$ cat src/design/omrb_pkg.sv
// ----------------------------------------------------------------------------
// omrb_pkg
// Shared types and sizes for the ordered memory response buffer.
// ----------------------------------------------------------------------------
package omrb_pkg;

  localparam int ISSUE_DEPTH = 16;
  localparam int ORDER_DEPTH = 64;

  localparam int IQ_AW = $clog2(ISSUE_DEPTH);
  localparam int IQ_CW = IQ_AW + 1;
  localparam int OB_AW = $clog2(ORDER_DEPTH);
  localparam int OB_CW = OB_AW + 1;

  localparam int CNT_W  = 7;
  localparam int SLOT_W = 6;
  localparam int KIND_W = 3;

  typedef enum logic [1:0] {
    OP_STEP    = 2'd0,
    OP_ENQUEUE = 2'd1,
    OP_RESP    = 2'd2,
    OP_NONE    = 2'd3
  } opcode_e;

  typedef enum logic [KIND_W-1:0] {
    K_LOAD    = 3'd0,
    K_STORE   = 3'd1,
    K_ATOM_NR = 3'd2,
    K_ATOM_R  = 3'd3,
    K_SYNC    = 3'd4,
    K_EOK     = 3'd5
  } kind_e;

  typedef enum logic {
    REG_LIMIT   = 1'b0,
    REG_COISSUE = 1'b1
  } reg_e;

  typedef struct packed {
    logic              alz;
    logic [KIND_W-1:0] kind;
  } iq_entry_t;

endpackage

$ cat src/design/ordered_memory_response_buffer.sv
// ----------------------------------------------------------------------------
// ordered_memory_response_buffer
// Issue queue plus in-order completion ring for memory requests.
// ----------------------------------------------------------------------------
// The result word is registered at the accepting edge. Throughput: one word
// per cycle unless stalled; the output register drains while the next word is
// taken, set by the single pass from state registers to result.
// Ordered-ring kinds sit in a memory; the head entry is registered in advance.
// Reset: queues empty, counts zero, inflight_limit 32, unit-ready bypass off.
module ordered_memory_response_buffer
  import omrb_pkg::*;
(
  input  logic              clk_i,
  input  logic              rst_ni,

  input  logic              psel,
  input  logic              penable,
  input  logic              pwrite,
  input  logic [2:0]        paddr,
  input  logic [31:0]       pwdata,
  output logic [31:0]       prdata,
  output logic              pready,

  input  logic              in_valid_i,
  output logic              in_stall_o,
  input  logic [1:0]        opcode_i,
  input  logic [KIND_W-1:0] req_kind_i,
  input  logic              all_lanes_zero_i,
  input  logic [SLOT_W-1:0] resp_slot_i,
  input  logic              latency_ready_i,
  input  logic              bus_ready_i,
  input  logic              vrf_ready_i,
  input  logic              unit_ready_i,

  output logic              out_valid_o,
  input  logic              out_stall_i,
  output logic              accepted_o,
  output logic              retire_valid_o,
  output logic [SLOT_W-1:0] retire_slot_o,
  output logic [KIND_W-1:0] retire_kind_o,
  output logic              initiate_valid_o,
  output logic [KIND_W-1:0] initiate_kind_o,
  output logic [SLOT_W-1:0] initiate_slot_o,
  output logic              initiate_tracked_o,
  output logic              token_return_o,
  output logic              resp_error_o,
  output logic [CNT_W-1:0]  loads_in_flight_o,
  output logic [CNT_W-1:0]  stores_in_flight_o
);

  localparam logic [IQ_CW-1:0] IqDepth = IQ_CW'(ISSUE_DEPTH);
  localparam logic [OB_CW-1:0] ObDepth = OB_CW'(ORDER_DEPTH);
  localparam logic [IQ_AW-1:0] IqLast  = IQ_AW'(ISSUE_DEPTH - 1);
  localparam logic [OB_AW-1:0] ObLast  = OB_AW'(ORDER_DEPTH - 1);

  // configuration
  logic [CNT_W-1:0] limit_q;
  logic             coissue_q;
  logic             cfg_wr;

  // state
  iq_entry_t         iq_q [ISSUE_DEPTH];
  logic [IQ_AW-1:0]  iq_head_q, iq_head_d;
  logic [IQ_CW-1:0]  iq_count_q, iq_count_d;
  logic [KIND_W-1:0] kmem [ORDER_DEPTH];
  logic [KIND_W-1:0] head_kind_q;
  logic [ORDER_DEPTH-1:0] done_q;
  logic [OB_AW-1:0]  ob_head_q, ob_head_d;
  logic [OB_CW-1:0]  ob_count_q, ob_count_d;
  logic [CNT_W-1:0]  ld_cnt_q, ld_cnt_d;
  logic [CNT_W-1:0]  st_cnt_q, st_cnt_d;

  // output register
  logic              out_valid_q;
  logic              acc_q, ret_q, ini_q, trk_q, tok_q, err_q;
  logic [SLOT_W-1:0] ret_slot_q, ini_slot_q;
  logic [KIND_W-1:0] ret_kind_q, ini_kind_q;

  // datapath
  logic              in_acc;
  opcode_e           op;
  logic [IQ_CW-1:0]  iq_sum;
  logic [IQ_AW-1:0]  iq_tail;
  logic              enq_ok;
  logic [OB_CW-1:0]  ob_sum;
  logic [OB_AW-1:0]  ob_tail;
  logic [OB_AW-1:0]  rslot;
  logic [OB_CW-1:0]  roff;
  logic              resp_ok;
  logic              hk_vrf, retire;
  logic [CNT_W-1:0]  ld_mid, st_mid;
  logic [OB_CW-1:0]  ob_count_mid;
  iq_entry_t         qe;
  logic              q_loadish, q_store, q_tracked, init_go;
  logic              zero_done;
  logic              kwr;

  // --------------------------------------------------------------------------
  // configuration port
  assign pready = 1'b1;
  assign cfg_wr = psel & penable & pwrite;

  always_comb begin
    prdata = '0;
    unique case (reg_e'(paddr[2]))
      REG_LIMIT:   prdata = 32'(limit_q);
      REG_COISSUE: prdata = 32'(coissue_q);
      default:     prdata = '0;
    endcase
  end

  always_ff @(posedge clk_i or negedge rst_ni) begin
    if (!rst_ni) begin
      limit_q   <= CNT_W'(32);
      coissue_q <= 1'b0;
    end else if (cfg_wr) begin
      unique case (reg_e'(paddr[2]))
        REG_LIMIT:   limit_q   <= pwdata[CNT_W-1:0];
        REG_COISSUE: coissue_q <= pwdata[0];
        default:     ;
      endcase
    end
  end

  // --------------------------------------------------------------------------
  // handshake
  assign in_stall_o = out_valid_q & out_stall_i;
  assign in_acc     = in_valid_i & ~in_stall_o;
  assign op         = opcode_e'(opcode_i);

  // --------------------------------------------------------------------------
  // enqueue
  always_comb begin
    iq_sum  = IQ_CW'(iq_head_q) + iq_count_q;
    iq_tail = (iq_sum >= IqDepth) ? IQ_AW'(iq_sum - IqDepth) : IQ_AW'(iq_sum);
    enq_ok  = (op == OP_ENQUEUE) && (req_kind_i <= K_EOK) && (iq_count_q < IqDepth);
  end

  // response
  always_comb begin
    rslot   = OB_AW'(resp_slot_i);
    roff    = (rslot >= ob_head_q) ? OB_CW'(rslot - ob_head_q)
                                   : OB_CW'(rslot) + ObDepth - OB_CW'(ob_head_q);
    resp_ok = (op == OP_RESP) && (32'(resp_slot_i) < 32'(ORDER_DEPTH)) &&
              (roff < ob_count_q) && !done_q[rslot];
  end

  // retire then initiate
  always_comb begin
    hk_vrf = ((head_kind_q != K_LOAD) && (head_kind_q != K_ATOM_R)) || vrf_ready_i;
    retire = (op == OP_STEP) && (ob_count_q != '0) && done_q[ob_head_q] &&
             latency_ready_i && bus_ready_i && hk_vrf && (coissue_q || unit_ready_i);

    ld_mid       = ld_cnt_q;
    st_mid       = st_cnt_q;
    ob_count_mid = ob_count_q;
    if (retire) begin
      ob_count_mid = ob_count_q - 1'b1;
      if ((head_kind_q == K_LOAD) || (head_kind_q == K_ATOM_NR) ||
          (head_kind_q == K_ATOM_R)) begin
        if (ld_cnt_q != '0) ld_mid = ld_cnt_q - 1'b1;
      end else if (head_kind_q == K_STORE) begin
        if (st_cnt_q != '0) st_mid = st_cnt_q - 1'b1;
      end
    end

    qe        = iq_q[iq_head_q];
    q_loadish = (qe.kind == K_LOAD) || (qe.kind == K_ATOM_NR) || (qe.kind == K_ATOM_R);
    q_store   = (qe.kind == K_STORE);
    q_tracked = (qe.kind != K_EOK);
    init_go   = (op == OP_STEP) && (iq_count_q != '0) &&
                !(q_loadish && (ld_mid >= limit_q)) &&
                !(q_store && (st_mid >= limit_q)) &&
                !(q_tracked && (ob_count_mid >= ObDepth));
    zero_done = (qe.kind != K_SYNC) && qe.alz;

    ob_sum  = OB_CW'(ob_head_q) + ob_count_q;
    ob_tail = (ob_sum >= ObDepth) ? OB_AW'(ob_sum - ObDepth) : OB_AW'(ob_sum);

    ld_cnt_d = ld_mid;
    st_cnt_d = st_mid;
    if (init_go && q_loadish) ld_cnt_d = ld_mid + 1'b1;
    if (init_go && q_store)   st_cnt_d = st_mid + 1'b1;

    ob_head_d  = ob_head_q;
    ob_count_d = ob_count_mid;
    if (retire) ob_head_d = (ob_head_q == ObLast) ? '0 : ob_head_q + 1'b1;
    if (init_go && q_tracked) ob_count_d = ob_count_mid + 1'b1;

    iq_head_d  = iq_head_q;
    iq_count_d = iq_count_q;
    if (init_go) begin
      iq_head_d  = (iq_head_q == IqLast) ? '0 : iq_head_q + 1'b1;
      iq_count_d = iq_count_q - 1'b1;
    end
    if (enq_ok) iq_count_d = iq_count_q + 1'b1;

    kwr = in_acc && init_go && q_tracked;
  end

  // --------------------------------------------------------------------------
  // control state
  always_ff @(posedge clk_i or negedge rst_ni) begin
    if (!rst_ni) begin
      iq_head_q  <= '0;
      iq_count_q <= '0;
      ob_head_q  <= '0;
      ob_count_q <= '0;
      ld_cnt_q   <= '0;
      st_cnt_q   <= '0;
    end else if (in_acc) begin
      iq_head_q  <= iq_head_d;
      iq_count_q <= iq_count_d;
      ob_head_q  <= ob_head_d;
      ob_count_q <= ob_count_d;
      ld_cnt_q   <= ld_cnt_d;
      st_cnt_q   <= st_cnt_d;
    end
  end

  // storage, no reset
  always_ff @(posedge clk_i) begin
    if (in_acc && enq_ok) begin
      iq_q[iq_tail] <= '{alz: all_lanes_zero_i, kind: req_kind_i};
    end
    if (kwr) begin
      kmem[ob_tail]   <= qe.kind;
      done_q[ob_tail] <= zero_done;
    end
    if (in_acc && resp_ok) begin
      done_q[rslot] <= 1'b1;
    end
  end

  // head kind read ahead into a register, with write forwarding
  logic [OB_AW-1:0] rd_addr;
  assign rd_addr = in_acc ? ob_head_d : ob_head_q;

  always_ff @(posedge clk_i) begin
    if (kwr && (ob_tail == rd_addr)) begin
      head_kind_q <= qe.kind;
    end else begin
      head_kind_q <= kmem[rd_addr];
    end
  end

  // --------------------------------------------------------------------------
  // result register
  always_ff @(posedge clk_i or negedge rst_ni) begin
    if (!rst_ni) begin
      out_valid_q <= 1'b0;
    end else if (in_acc) begin
      out_valid_q <= 1'b1;
    end else if (!out_stall_i) begin
      out_valid_q <= 1'b0;
    end
  end

  always_ff @(posedge clk_i) begin
    if (in_acc) begin
      acc_q      <= enq_ok;
      ret_q      <= retire;
      ret_slot_q <= retire ? SLOT_W'(ob_head_q) : '0;
      ret_kind_q <= retire ? head_kind_q : '0;
      ini_q      <= init_go;
      ini_kind_q <= init_go ? qe.kind : '0;
      trk_q      <= init_go && q_tracked;
      ini_slot_q <= (init_go && q_tracked) ? SLOT_W'(ob_tail) : '0;
      tok_q      <= init_go && q_tracked && zero_done;
      err_q      <= (op == OP_RESP) && !resp_ok;
    end
  end

  assign out_valid_o        = out_valid_q;
  assign accepted_o         = acc_q;
  assign retire_valid_o     = ret_q;
  assign retire_slot_o      = ret_slot_q;
  assign retire_kind_o      = ret_kind_q;
  assign initiate_valid_o   = ini_q;
  assign initiate_kind_o    = ini_kind_q;
  assign initiate_slot_o    = ini_slot_q;
  assign initiate_tracked_o = trk_q;
  assign token_return_o     = tok_q;
  assign resp_error_o       = err_q;
  assign loads_in_flight_o  = ld_cnt_q;
  assign stores_in_flight_o = st_cnt_q;

  // --------------------------------------------------------------------------
  // checks
  a_ob_bound : assert property (@(posedge clk_i) disable iff (!rst_ni)
    ob_count_q <= ObDepth)
    else $error("ordered ring count overflow");

  a_iq_bound : assert property (@(posedge clk_i) disable iff (!rst_ni)
    iq_count_q <= IqDepth)
    else $error("issue queue count overflow");

  a_trk_init : assert property (@(posedge clk_i) disable iff (!rst_ni)
    out_valid_q && (trk_q || tok_q) |-> ini_q)
    else $error("tracked or token without initiate");

  a_excl : assert property (@(posedge clk_i) disable iff (!rst_ni)
    in_acc && (op == OP_RESP) |=> !ret_q && !ini_q && !acc_q)
    else $error("response word retired or initiated");

endmodule
$ cat config.mk
export PLATFORM = sky130hd
export DESIGN_NAME = ordered_memory_response_buffer
export DESIGN_NICKNAME = d
export VERILOG_FILES = /design/src/design/omrb_pkg.sv /design/src/design/ordered_memory_response_buffer.sv
export SDC_FILE = /design/constraint.sdc
export NUM_CORES = 1
export LEC_CHECK = 0
export BUFFER_PORTS_ARGS = -buffer_cell sky130_fd_sc_hd__clkbuf_2
export CAP_MARGIN = 5
export CORE_UTILIZATION = 44
export DETAILED_ROUTE_END_ITERATION = 12
export PLACE_DENSITY = 0.73
export SLEW_MARGIN = 20
export SYNTH_ARGS = -nofsm -noshare
export SYNTH_HDL_FRONTEND = slang
export SYNTH_SLANG_ARGS = --single-unit
$ cat constraint.sdc
create_clock -name clk_i -period 4.8 [get_ports clk_i]
set_clock_uncertainty 0.2 [all_clocks]
set_input_delay 0.96 -clock clk_i [delete_from_list [all_inputs] [get_ports clk_i]]
set_output_delay 0.96 -clock clk_i [all_outputs]
set_load 0.01 [all_outputs]
==> results.ini <==
[setup_path]
cp-start-kind=flip-flop
worstPathRequired_ns=4.89
r2r_cells=23
regToRegSetupSlack_ns=-0.76
rr_endpoint=kmem[45][1]$_DFFE_PP_
crit_type=reg -> reg
cp-end-kind=flip-flop
path_max_fanout=8
arrival_ns=5.65

[final_layout]
final_area_sq_mm=0.02507
drive_gt1_frac=0.3431
fin_cells=2431
num-nets-final=1912
areaGrowthSynthToFinish_pct=25.94

[logic_synthesis]
synth-edff-count=280
synth.top_cell.area_share=0.4224
synth-seq-area-share=0.5494
syn_avg_cell_area_sq_um=13.17
synthTopCellsByCount=edfxtp_1 (280), mux2i_1 (109), o21ai_0 (95)
yosysWarnings=0
synth.most_common_cell=edfxtp_1
netlist_area_sq_mm=0.01991
ys_async_sr_fraction=0.1139
ys_seq_elements=395
postSynthCellCount=1511
synth_cell_types=95
synth_flop_cell=edfxtp_1
synth_largest_area_cell=edfxtp_1
synthTopCellsByArea=edfxtp_1 (42%), mux4_2 (7.4%), dfxtp_1 (7.0%)

[cts]
cts_tree=built
clockBufferDepth=3
insertion_delay_ns=0.58
htreeDepth=2
clock_sinks=395
cts.clk_slew.worst_paths_ns=0.06
clock_tree.root_cell=clkbuf_16
numCtsBuffers=42

[die]
dieArea_sq_mm=0.04609
initial_core_util=0.4482
die_w_microns=214.7
coreArea_sq_mm=0.04441
die_h_microns=214.7
io_pins=131
num_rows=77

[placed_design]
placed_cell_area_sq_mm=0.02252
io_buffer_count=77
globalplace.congestion=0.9559
hpwl_mm=37.75
placedCellCount=2302

[global_routing]
grt_usage=0.2346
grt_overflow_total=0
grt_max_degree=66
antenna_found_initial=3
grt_pass1_vias=14011
grt_pass1_wl_mm=83.11

[pwr]
p_total_w=0.01166
p_leak_nw=9.311
peakVddDrop_mv=0.4756
p_per_area_mw_per_mm2=465.1

[timing]
layout_min_cycle_time_ns=5.564
setup_viol=298
slew_headroom=0.06841
hold_violations=0
worst_slew_pin_slew_ns=1.385
slew_violations=0
rsz0062_at_grt=true
setup_ws_ns=-0.7638
period_share=1.159
whs_ns=0.2956
max_freq_ghz=0.1797

[drt]
drc=0
firstDrtPassIters=6
drt-initial-drc-count=1291
vias_per_cell=5.726
wire_per_inst_microns=22.37
drt_wl_total_mm=54.37
drtAntennaViolNets=0
vias=13921

[status]
violations=negative setup slack
status=finished with violations

[hold_path]
hold_path.class=in -> async

[flow_run]
drv_cap=0

per-stage QoR:
step | setup TNS [ns] | util | setup slack [ns]
finish | -181.97 | 0.5644 | -0.7638
floorplan | -48.37 | - | -0.2576
detailed placement | -212.49 | 0.5069 | -0.9142
global route | -230.00 | 0.5643 | -0.9346
global placement | -207.79 | 0.5069 | -0.9483
CTS | -171.38 | 0.5544 | -0.7114
worst max path at each step:
stage | startpoint | end | slack (ns)
6_report | flip-flop | kmem[45][1]$_DFFE_PP_ | -0.76
5_1_grt | flip-flop | done_q[48]$_DFF_P_ | -0.93
4_1_cts | flip-flop | kmem[45][1]$_DFFE_PP_ | -0.71
3_5_place_dp | flip-flop | done_q[1]$_DFF_P_ | -0.91
3_3_place_gp | flip-flop | done_q[1]$_DFF_P_ | -0.95
2_1_floorplan | flip-flop | done_q[25]$_DFF_P_ | -0.26
cell families (layout without fill, tap and decap cells):
logic type                 count (synthesis)  count (layout)  share of synthesized area
xor gates and xnor gates                  47              47                    0.02162
buffers and inverters                    156             457                    0.04306
muxes                                    219             219                     0.1553
other                                      2              29                  0.0003773
adders and majority gates                 53              53                    0.03489
and+or+nand+nor                          383             383                     0.1077
AOI/OAI and AO/OA                        256             256                    0.08756
DFF                                      395             395                     0.5494
critical path, stage by stage, from the launching register on:
cell and delay (ns):
dfxtp_4 0.40, buf_12 0.13, mux4_2 0.52, mux2_4 0.30, o21ai_2 0.14, and4b_4 0.26
or2_4 0.25, nor2_4 0.19, nand3_4 0.14, xnor2_4 0.16, ha_1 0.29, nand2b_1 0.13
a21o_1 0.15, a21o_1 0.15, a21o_1 0.15, a21o_1 0.15, a21o_1 0.21, a211o_1 0.32
a211oi_4 0.26, buf_6 0.20, buf_12 0.15, buf_4 0.15, nand3_2 0.11, inv_2 0.16
layout by cell type (no fill, tap or decap), types with 23 or more instances in the layout:
cell type	count
a21oi_1	23
buf_12	31
buf_4	155
buf_6	50
clkbuf_16	45
clkbuf_2	77
conb_1	26
dfrtp_1	44
dfxtp_1	69
edfxtp_1	280
ha_1	47
inv_1	43
mux2_2	37
mux2i_1	107
mux4_2	66
nand2_1	79
nand3_1	24
nor2_1	83
nor3_4	31
o21ai_0	33
o21ai_1	65
xnor2_1	28
where the power goes:
group,internal [W],switching (W),total (W)
Combinational,0.00130,0.00230,0.00360
Sequential,0.00436,0.000217,0.00458
Clock,0.00206,0.00142,0.00348
Total,0.00772,0.00394,0.0117
registers in the layout, indices dropped and copies added (netlist names), named ones only:
signal,count
initiate_slot_o,6
initiate_tracked_o,1
retire_valid_o,1
out_valid_o,1
done_q,64
iq_q,64
coissue_q,1
retire_kind_o,3
retire_slot_o,6
ob_head_q,6
ob_count_q,7
iq_count_q,5
initiate_kind_o,3
iq_head_q,4
resp_error_o,1
loads_in_flight_o,7
initiate_valid_o,1
accepted_o,1
limit_q,7
token_return_o,1
kmem,192
stores_in_flight_o,7
metal layers:
metal | share of wire | vias up | track usage
met4 | 0.035 | 0 | 0.08833
met5 | 0 | - | 0
met1 | 0.40 | 6852 | 0.3033
li1 | - | 6321 | -
met3 | 0.075 | 123 | 0.04586
met2 | 0.49 | 625 | 0.3903
cell type report:
type / instances / area (sq um)
inverter: 60 / 247.7
tap: 592 / 740.7
antenna: 3 / 7.507
sequential: 395 / 10940
timing repair buffer: 319 / 2880
clock inverter: 28 / 356.6
multi-input combinational: 984 / 8783
fill: 3421 / 19340
clock buffer: 50 / 1112
repair_timing:
item,CTS,global route
pin swaps,38,17
buffers inserted,21,24
endpoints found under the setup margin,298,298
hold buffers,0,0
cloned,3,2
resized for setup,125,43
Power figures use the tool's default switching activity.
